### config.mk
export PLATFORM = sky130hd
export DESIGN_NAME = cpx_scan_step
export DESIGN_NICKNAME = d
export VERILOG_FILES = /design/src/hdl/cpx_pkg.sv /design/src/hdl/cpx_scan_step.sv
export SDC_FILE = /design/constraint.sdc
export NUM_CORES = 1
export LEC_CHECK = 0
export BUFFER_PORTS_ARGS = -buffer_cell sky130_fd_sc_hd__buf_2
export CELL_PAD_IN_SITES_DETAIL_PLACEMENT = 1
export CELL_PAD_IN_SITES_GLOBAL_PLACEMENT = 2
export CORE_MARGIN = 1
export CORE_UTILIZATION = 26
export DETAILED_ROUTE_END_ITERATION = 16
export PLACE_DENSITY_LB_ADDON = 0.1
export SLEW_MARGIN = 15
export SYNTH_ARGS = -nofsm -noshare
export SYNTH_HDL_FRONTEND = slang
export SYNTH_SLANG_ARGS = --single-unit
### constraint.sdc
create_clock -name vclk -period 3.6
set_clock_uncertainty 0.05 [all_clocks]
set_input_delay 0.18 -clock vclk [all_inputs]
set_output_delay 0.18 -clock vclk [all_outputs]
set_load 0.005 [all_outputs]
### src/hdl/cpx_pkg.sv
`default_nettype none

package cpx_pkg;

    localparam int PWM_BITS      = 8;
    localparam int NUM_LEDS      = 12;
    localparam int LEDS_PER_ROW  = 3;
    localparam int NUM_PINS      = 4;
    localparam int NUM_ROWS      = NUM_PINS;
    localparam int BRIGHT_W      = 8;
    localparam int INDEX_W       = 4;
    localparam int PHASE_W       = 2;
    localparam int COL_W         = 2;
    localparam int CMP_W         = (PWM_BITS > BRIGHT_W) ? PWM_BITS : BRIGHT_W;

    // request codes
    localparam logic REQ_TICK  = 1'b0;
    localparam logic REQ_WRITE = 1'b1;

    typedef logic [PWM_BITS-1:0]                       pwm_count_t;
    typedef logic [BRIGHT_W-1:0]                       bright_t;
    typedef logic [CMP_W-1:0]                          cmp_t;
    typedef logic [PHASE_W-1:0]                        phase_t;
    typedef logic [COL_W-1:0]                          col_t;
    typedef logic [INDEX_W-1:0]                        led_index_t;
    typedef logic [NUM_PINS-1:0]                       pin_mask_t;
    typedef logic [NUM_ROWS-1:0][LEDS_PER_ROW-1:0][BRIGHT_W-1:0] bright_store_t;

    // scan state carried from one tick to the next
    typedef struct packed {
        pwm_count_t counter;
        phase_t     phase;
        pin_mask_t  drive;
        pin_mask_t  level;
    } scan_state_t;

    // LED index -> row (low pin phase) and column; LED n sits at row n/3, column n%3
    typedef struct packed {
        logic   hit;
        phase_t row;
        col_t   col;
    } led_slot_t;

    function automatic led_slot_t led_slot(input led_index_t idx);
        led_slot_t s;
        s.hit = 1'b1;
        unique case (idx)
            4'd0:    begin s.row = 2'd0; s.col = 2'd0; end
            4'd1:    begin s.row = 2'd0; s.col = 2'd1; end
            4'd2:    begin s.row = 2'd0; s.col = 2'd2; end
            4'd3:    begin s.row = 2'd1; s.col = 2'd0; end
            4'd4:    begin s.row = 2'd1; s.col = 2'd1; end
            4'd5:    begin s.row = 2'd1; s.col = 2'd2; end
            4'd6:    begin s.row = 2'd2; s.col = 2'd0; end
            4'd7:    begin s.row = 2'd2; s.col = 2'd1; end
            4'd8:    begin s.row = 2'd2; s.col = 2'd2; end
            4'd9:    begin s.row = 2'd3; s.col = 2'd0; end
            4'd10:   begin s.row = 2'd3; s.col = 2'd1; end
            4'd11:   begin s.row = 2'd3; s.col = 2'd2; end
            default: begin s.hit = 1'b0; s.row = 2'd0; s.col = 2'd0; end
        endcase
        return s;
    endfunction

endpackage

`default_nettype wire

### src/hdl/cpx_scan_step.sv
`default_nettype none

// One PWM tick: phase advance at count zero, then the three LED checks in parallel.
module cpx_scan_step
    import cpx_pkg::*;
(
    input  var scan_state_t   cur,
    input  var bright_store_t store,
    output scan_state_t       nxt
);

    logic      at_zero;
    phase_t    phase_n;
    pin_mask_t drive_n;
    pin_mask_t level_n;

    always_comb
    begin
        logic   [COL_W-1:0] pin_idx;
        logic               skip_low;
        bright_t            val;

        at_zero = (cur.counter == '0);
        phase_n = at_zero ? phase_t'(cur.phase + 1'b1) : cur.phase;

        if (at_zero)
        begin
            drive_n = pin_mask_t'(1) << phase_n;
            level_n = '0;
        end
        else
        begin
            drive_n = cur.drive;
            level_n = cur.level;
        end

        for (int i = 0; i < LEDS_PER_ROW; i++)
        begin
            val      = store[phase_n][i];
            skip_low = (PHASE_W'(i) >= phase_n);
            pin_idx  = COL_W'(i) + COL_W'(skip_low);
            if (at_zero && (val != '0))
            begin
                drive_n[pin_idx] = 1'b1;
                level_n[pin_idx] = 1'b1;
            end
            else if (cmp_t'(val) == cmp_t'(cur.counter))
            begin
                drive_n[pin_idx] = 1'b0;
                level_n[pin_idx] = 1'b0;
            end
        end

        nxt.counter = pwm_count_t'(cur.counter + 1'b1);
        nxt.phase   = phase_n;
        nxt.drive   = drive_n;
        nxt.level   = level_n;
    end

endmodule

`default_nettype wire

### Yosys cells after proc, flatten, opt, wreduce, memory -nomap -nowiden

Index checks and enable logic that the tools add are counted.

| cells by class | value |
|---|---|
| bitwise operators | 15 |
| add/sub/neg operators | 4 |
| equality and inequality tests | 3 |
| magnitude comparators | 10 |
| reduce and logical (&&, ||, !) cells | 10 |
| shift operators | 1 |
| multiplexer cells | 23 |

Operators by type and width:

| kind | number |
|---|---|
| $mux W4 | 14 |
| $bmux W24 S2 | 1 |
| $and A4 B4 Y4 | 6 |
| $eq A8 B8 Y1 | 3 |
| $mux W24 | 1 |
| $reduce_bool A8 Y1 | 3 |
| $or A4 B4 Y4 | 4 |
| $lt A2 B3 Y1 const B | 3 |
| $add A8 B1 Y8 const B | 1 |
| $logic_not A8 Y1 | 1 |
| $not A4 Y4 | 2 |
| $or A4 B2 Y4 | 2 |
| $logic_and A1 B1 Y1 | 6 |
| $demux W1 S2 | 2 |
| $ge A1 B2 Y1 const A | 2 |
| $ge A2 B1 Y1 const B | 2 |
| $not A2 Y4 | 1 |
| $shl A1 B2 Y4 const A | 1 |
| $lt A1 B3 Y1 const B | 1 |
| $mux W1 | 3 |
| $add A1 B1 Y2 const A | 1 |
| $add A2 B1 Y2 const A | 1 |
| $add A2 B1 Y2 const B | 1 |
| $ge A2 B2 Y1 const A | 1 |
| other kinds (3) | 3 |

| storage, ports and cells | value |
|---|---|
| output and inout port bits | 18 |
| input port bits | 114 |
| logic and storage cells | 66 |
| register bits after elaboration | 0 |

### Longest topological paths before layout

Gate-level depths: netlist of run 1.

| logic depth | value |
|---|---|
| depth after elaboration | 17 |
| gate-level depth with buffers | 13 |
| depth with buffers taken out | 11 |

### Worst setup path after synthesis of run 1

No wires, ideal clock.

| path | value |
|---|---|
| kind | input-to-output |
| start point | input cur[11] (netlist name) |
| end point | output nxt[5] (netlist name) |
| cell stages on the path | 11 |
| arrival time | 2.836 ns |
| setup slack | 0.534 ns |
| path buffers | 1 |
| cell sequence | clkbuf_1 inv_1 ha_1 nor3b_4 and2_1 o21a_1 o31a_1 or4_1 or4_4 a21oi_2 o32ai_1 |

RTL lines:

| element | RTL line | text |
|---|---|---|
| start, declared | cpx_scan_step.sv:7 | `input var scan_state_t cur,` |
| end, declared | cpx_scan_step.sv:9 | `output scan_state_t nxt` |

==> results of run 1 <==
## through the flow
stage	hold WS, ns	cells
after floorplan	0.365	357
after global placement	0.605	605
after detailed placement	0.612	605
after CTS	0.613	605
after global routing	0.646	605
final	0.606	605
## layout by cell type, fill, tap and decap left out, types with 7 or more instances in the layout
cell type | netlist | layout
a211oi_1 | 7 | 7
a21oi_1 | 17 | 17
buf_2 | 9 | 131
buf_4 | 7 | 11
inv_1 | 9 | 9
mux2_2 | 7 | 7
mux2i_1 | 44 | 44
mux4_2 | 24 | 24
nand2_1 | 26 | 26
nand3_1 | 18 | 18
nor2_1 | 28 | 28
nor3_1 | 8 | 8
nor4_1 | 14 | 14
o21ai_0 | 20 | 20
xnor2_1 | 18 | 18
## final cells by class
type	instances	area (µm²)
Timing Repair Buffer	143	758
Tap cell	136	170
Fill cell	1306	6830
Inverter	10	37.5
Multi-Input combinational cell	316	2580
## logic make-up (layout without fill, tap and decap cells)
kind of cell / after synthesis / count (layout)
xor gates and xnor gates: 19 / 19
AOI/OAI and AO/OA: 91 / 91
and+or+nand+nor: 129 / 129
buffers and inverters: 41 / 153
muxes: 75 / 75
adders and majority gates: 2 / 2
## final timing paths
kind | start | end | slack, ns
min | cur[7] | nxt[7] | 0.61
max | cur[11] | nxt[5] | 0.29
## power by group
part	switching [mW]	total, mW	leakage (nW)	internal (mW)
clock network	0	0	0	0
registers	0	0	0	0
logic	0.218	0.414	1.49	0.196
## per-layer routing
layer / global-route usage (%) / wire length [µm]
met5: 0 / 0
met4: 1.88 / 148
met3: 1.42 / 566
met2: 35.9 / 5540
met1: 30.1 / 5560
## critical path, delay by kind of cell
family / cells / cell delay (ns)
AND/OR/NAND/NOR: 3 / 1.52
adder cells (fa/ha/maj): 1 / 0.23
AO/OA/AOI/OAI: 5 / 0.79
buffers and inverters: 3 / 0.34
==> impl_metrics.py, run 1 <==
metrics = {
    "final_layout": {
        "drive_gt1_share_pct": 39.9,
        "fin_nets": 587,
        "area_growth_pct": 27.0,
        "clockBufferCount": 0,
        "final_cell_area_um2": 3540,
        "seq_cell_count": 0,
        "seq_area_um2": 0,
        "num_antenna_cells": 0,
        "post-route-util_pct": 34.2,
    },
    "power": {
        "p_leak_nw": 1.49,
        "power.total_mw": 0.414,
        "power.density_nw_per_um2": 117,
        "vdd_drop_max_mv": 0.0392,
    },
    "setup_path": {
        "slowest_delay_ns": 0.58,
        "cp_max_fo": 9,
        "criticalPathCategory": "primary input to primary output",
        "startpoint_type": "primary input",
        "end_kind": "primary output",
        "cpMostUsedCell": "buf_2",
        "arrival_ns": 3.08,
        "cp_slowest_cell": "or4_4",
        "worstPathCellList": "buf_2, inv_1, ha_1, nor3b_4, o211ai_1, o21a_1, o31a_1, or4_1, or4_4, a21oi_2, o32ai_1, buf_2",
        "required_ns": 3.37,
    },
    "die": {
        "num_rows": 37,
        "die_w_um": 106,
        "fp.dieArea_um2": 11100,
        "pin_count": 132,
        "core-area_um2": 10400,
        "start_util_pct": 26.9,
        "die-height_um": 106,
    },
    "route": {
        "vias": 3481,
        "drt_wl_total_um": 11800,
        "first_iter_violations": 158,
        "dr.pass1.iters": 4,
        "viasPerCell": 5.75,
        "drc": 0,
        "ant_nets": 0,
        "wl_per_cell_um": 19.5,
    },
    "synth": {
        "synth_fp_nets": 473,
        "synth.most_common_cell": "mux2i_1",
        "ys_seq_area_share_pct": 0,
        "synth_top_area_share_pct": 19.4,
        "synth_common_cells": "mux2i_1, nor2_1, nand2_1, mux4_2, o21ai_0",
        "synth_top_family_by_area": "multiplexers",
        "synth_cell_types": 62,
        "yosysWarnings": 0,
        "synthesis.area_um2": 2790,
        "yosys.area.top_type": "mux4_2",
        "synthCells": 357,
        "syn_area_per_cell_um2": 7.82,
        "synth.area.top_cells": "mux4_2, mux2i_1, xnor2_1, nor2_1, o21ai_0",
        "synth-xor-area-share_pct": 5.96,
        "synth_compound_area_share_pct": 22.0,
        "synth_fa_ha_area_share_pct": 0.897,
        "synth_simple_gate_area_share_pct": 25.5,
        "synth_mux_area_share_pct": 38.0,
    },
    "sta": {
        "finalCritPeriodShare_pct": 92.0,
        "min_period_ns": 3.31,
        "fmax_mhz": 302,
        "setup_tns_ns": 0,
        "slew_viol_final": 0,
        "slew_headroom_pct": 63.1,
        "setup_viol": 0,
        "grt_setup_unrepaired": "false",
        "setup_ws_ns": 0.288,
        "max_slew.worst_pin.slew_ns": 0.548,
        "hold_viol_final": 0,
    },
    "placed_design": {
        "portBuffers": 132,
        "hpwlAfterDp_um": 9690,
        "place_ws_ns": 0.304,
        "gp_congestion": 0.814,
        "dpl-instance-area_um2": 3540,
    },
    "cts": {
        "ctsResizeCount": 0,
        "cts-hold-fix-buffers": 0,
        "post_cts_buffers": 0,
    },
    "global_routing": {
        "grt_usage_pct": 21.1,
        "overflow": 0,
        "grt_antenna_before_repair": 0,
        "grt_first_pass_wirelength_um": 19100,
        "grt_pass1_vias": 3528,
        "grt_max_degree": 35,
    },
    "run_status": {
        "status": "finished clean",
    },
    "hold_path": {
        "holdPathStages": 4,
        "hp-class": "primary input to primary output",
    },
    "flow_run": {
        "drv_cap": 0,
    },
}
No activity file was read; power rests on OpenSTA's default activity.
==> run 2: changes to the inputs <==
- CORE_MARGIN: 1 -> 3
- RECOVER_POWER: unset -> 50
==> run 2 against run 1 <==
Against the previous run:
- wire length up 1.2%
- hold slack improved by 0.0025 ns
- largest cell class unchanged
- clock-buffer cell count stayed put
- critical path type unchanged
- power decreased by 0.46%
- via count decreased by 1.3%
- global-route usage decreased by 1.8 points
- critical path depth is 2 lower
==> impl_metrics.py, run 2 (synthesis results as in run 1) <==
metrics = {
    "hold_path": {
        "hp-class": "primary input to primary output",
    },
    "die": {
        "start_util_pct": 26.9,
        "pin_count": 132,
        "die-height_um": 110,
        "fp.dieArea_um2": 12000,
        "num_rows": 37,
        "die_w_um": 110,
        "core-area_um2": 10400,
    },
    "global_routing": {
        "grt_usage_pct": 19.2,
        "grt_first_pass_wirelength_um": 18500,
        "grt_antenna_before_repair": 0,
        "grt_pass1_vias": 3491,
        "grt_max_degree": 32,
        "overflow": 0,
    },
    "sta": {
        "fmax_mhz": 300,
        "finalCritPeriodShare_pct": 92.7,
        "setup_tns_ns": 0,
        "setup_viol": 0,
        "slew_headroom_pct": 57.4,
        "min_period_ns": 3.34,
        "grt_setup_unrepaired": "false",
        "hold_viol_final": 0,
        "max_slew.worst_pin.slew_ns": 0.639,
        "slew_viol_final": 0,
    },
    "final_layout": {
        "final_cell_area_um2": 3540,
        "fillerInstances": 1322,
        "final_common_cell": "buf_2",
        "clockBufferCount": 0,
        "drive_gt1_share_pct": 38.8,
        "fin_nets": 590,
        "mostFrequentLayoutCells": "buf_2, mux2i_1, nor2_1",
        "seq_cell_count": 0,
        "num_antenna_cells": 0,
        "area_growth_pct": 26.9,
        "seq_area_um2": 0,
    },
    "setup_path": {
        "cp.buffers_inverters": 2,
        "criticalPathCategory": "primary input to primary output",
        "cp_slowest_cell": "or4_4",
        "worstPathCellList": "clkbuf_1, or4_4, o21a_1, nor2_1, mux2i_1, mux2_2, or4_4, a21oi_2, o32ai_1, buf_2",
        "required_ns": 3.37,
        "arrival_ns": 3.11,
        "slowest_delay_ns": 0.72,
        "end_kind": "primary output",
        "path_delay_family": "simple AND/OR/NAND/NOR gates",
        "cp_max_fo": 12,
        "cpMostUsedCell": "or4_4",
        "startpoint_type": "primary input",
    },
    "power": {
        "vdd_drop_max_mv": 0.0448,
        "p_leak_nw": 1.48,
        "power.total_mw": 0.412,
        "power.density_nw_per_um2": 116,
    },
    "route": {
        "drc": 0,
        "dr.pass1.iters": 4,
        "vias": 3435,
        "ant_nets": 0,
        "drt_wl_total_um": 12000,
        "viasPerCell": 5.65,
        "first_iter_violations": 117,
        "wl_per_cell_um": 19.7,
    },
    "flow_run": {
        "drv_cap": 0,
    },
    "placed_design": {
        "portBuffers": 132,
        "hpwlAfterDp_um": 10100,
        "dpl-instance-area_um2": 3550,
        "gp_congestion": 0.877,
    },
    "run_status": {
        "status": "finished clean",
    },
    "cts": {
        "post_cts_buffers": 0,
        "cts-hold-fix-buffers": 0,
        "ctsResizeCount": 0,
    },
}
run 2: changes by cell type in the layout (fill, tap and decap cells not counted), sizes merged:
cell / previous run / this run
clkbuf: 0 / 7
buf: 143 / 139
run 2: layout make-up:
type	count	area [µm²]	area share, %
inverter	10	37.5	1.06
timing repair buffer	146	757	21.4
tap	136	170	4.81
multi-input combinational	316	2580	72.8
run 2: metrics by stage:
| stage | worst slack (ns) | util (%) | hold slack, ns | std cells |
|---|---|---|---|---|
| finish | 0.264 | 34.1 | 0.609 | 608 |
| global route | 0.0728 | 34.1 | 0.644 | 608 |
| CTS | 0.294 | 34.3 | 0.615 | 608 |
| detailed placement | 0.297 | 34.3 | 0.613 | 608 |
| global placement | 0.369 | 34.3 | 0.605 | 608 |
| floorplan | 0.534 | - | 0.365 | 357 |
run 2: worst paths after layout:
check                   start  endpoint  slack (ns)  cells past startpoint
worst max-delay path  cur[12]    nxt[5]        0.26                     10
worst min-delay path   cur[7]    nxt[7]        0.61                      4
run 2: routing by layer:
layer  GRT usage, %  part of all wire [%]
met1           27.0                    45
met2           34.3                    48
met3          0.763                   6.3
met4          0.980                  0.62
met5              0                     0
run 2: where the power goes:
| part | switching (mW) | internal, mW | leakage (nW) | total [mW] |
|---|---|---|---|---|
| clock | 0 | 0 | 0 | 0 |
| sequential | 0 | 0 | 0 | 0 |
| combinational | 0.217 | 0.195 | 1.48 | 0.412 |
==> run 3: changes to the inputs <==
- PLACE_DENSITY_LB_ADDON: 0.1 -> 0.12
==> run 3 against run 2 <==
Against the previous run:
- final area about the same
- critical path depth increased by 2
- critical path type unchanged
- global-route usage increased by 0.064 points
- setup slack got worse by 0.025 ns
- cell count decreased by 0.49%
- sequential share of layout area unchanged
- maximum frequency decreased by 0.76%
==> impl_metrics.py, run 3 (synthesis results as in run 1) <==
metrics = {
    "run_status": {
        "status": "finished clean",
    },
    "route": {
        "vias": 3382,
        "ant_nets": 0,
        "first_iter_violations": 136,
        "drc": 0,
        "wl_per_cell_um": 19.7,
        "drt_wl_total_um": 11900,
        "dr.pass1.iters": 4,
        "viasPerCell": 5.59,
    },
    "power": {
        "switching_share_pct": 52.6,
        "combPwrFrac_pct": 100.0,
        "p_leak_nw": 1.47,
        "p_sw_mw": 0.216,
        "vdd_drop_max_mv": 0.0417,
        "clock_power_share_pct": 0,
        "power.density_nw_per_um2": 116,
        "internal_power_mw": 0.195,
        "pwr-share-seq_pct": 0,
    },
    "setup_path": {
        "cpMostUsedCell": "buf_2",
        "cp_slowest_cell": "or4_4",
        "criticalPathCategory": "primary input to primary output",
        "worstPathCellList": "buf_2, inv_1, ha_1, nor3b_4, o211ai_1, o21a_1, o31a_1, or4_1, or4_4, a21oi_2, o32ai_1, buf_2",
        "path_delay_family": "simple AND/OR/NAND/NOR gates",
        "cp.buffers_inverters": 3,
        "slowest_delay_ns": 0.59,
        "arrival_ns": 3.13,
        "end_kind": "primary output",
        "required_ns": 3.37,
        "cp_max_fo": 9,
        "startpoint_type": "primary input",
    },
    "global_routing": {
        "grt_first_pass_wirelength_um": 18500,
        "grt_pass1_vias": 3471,
        "overflow": 0,
        "grt_usage_pct": 19.3,
        "grt_antenna_before_repair": 0,
        "grt_max_degree": 37,
    },
    "placed_design": {
        "hpwlAfterDp_um": 10000,
        "portBuffers": 132,
        "place_ws_ns": 0.221,
        "place_inst": 605,
        "gp_congestion": 0.838,
    },
    "sta": {
        "finalCritPeriodShare_pct": 93.4,
        "setup_viol": 0,
        "setup_ws_ns": 0.239,
        "setup_tns_ns": 0,
        "slew_viol_final": 0,
        "grt_setup_unrepaired": "false",
        "hold_viol_final": 0,
        "max_slew.worst_pin.slew_ns": 0.586,
        "holdWs_ns": 0.614,
        "slew_headroom_pct": 60.9,
        "fmax_mhz": 298,
        "min_period_ns": 3.36,
    },
    "die": {
        "die-height_um": 110,
        "die_w_um": 110,
        "num_rows": 37,
        "core-area_um2": 10400,
        "start_util_pct": 26.9,
        "pin_count": 132,
        "fp.dieArea_um2": 12000,
    },
    "final_layout": {
        "num_antenna_cells": 0,
        "final_cells": 605,
        "seq_area_um2": 0,
        "final_common_cell": "buf_2",
        "fin_nets": 587,
        "mostFrequentLayoutCells": "buf_2, mux2i_1, nor2_1",
        "area_growth_pct": 27.0,
        "seq_cell_count": 0,
        "post-route-util_pct": 34.2,
        "drive_gt1_share_pct": 38.6,
        "clockBufferCount": 0,
    },
    "flow_run": {
        "drv_cap": 0,
    },
    "cts": {
        "post_cts_buffers": 0,
        "cts-hold-fix-buffers": 0,
        "ctsResizeCount": 0,
    },
    "hold_path": {
        "hp-class": "primary input to primary output",
    },
}
run 3: final cells by class:
type | instances | area [µm²]
Inverter | 10 | 37.5
Multi-Input combinational cell | 316 | 2580
Fill cell | 1325 | 6830
Tap cell | 136 | 170
Timing Repair Buffer | 143 | 758
run 3: per-layer routing:
metal / routed length, µm / global-route usage, %
met1: 5570 / 27.4
met2: 5590 / 32.8
met3: 546 / 1.12
met4: 210 / 3.12
met5: 0 / 0
run 3: power by group through the flow:
stage          Clock, mW  Sequential [mW]  Combinational [mW]
2_1_floorplan          0                0               0.256
3_3_place_gp           0                0               0.409
3_5_place_dp           0                0               0.415
4_1_cts                0                0               0.417
5_1_grt                0                0               0.454
6_report               0                0               0.411
run 3: tightest hold or removal path, stage by stage:
cell and delay (ns):
buf_2 0.09, nand3_1 0.06, nand2_1 0.06, buf_2 0.10
run 3: stage by stage:
stage               power (mW)  area [µm²]
floorplan                0.256        2790
global placement         0.409        3550
detailed placement       0.415        3550
CTS                      0.417        3550
global route             0.454        3540
finish                   0.411        3540
run 3: path summary, 6_finish.rpt:
path  startpoint  cells after the start  slack [ns]  endpoint
max      cur[11]                     12        0.24    nxt[1]
min       cur[7]                      4        0.61    nxt[7]
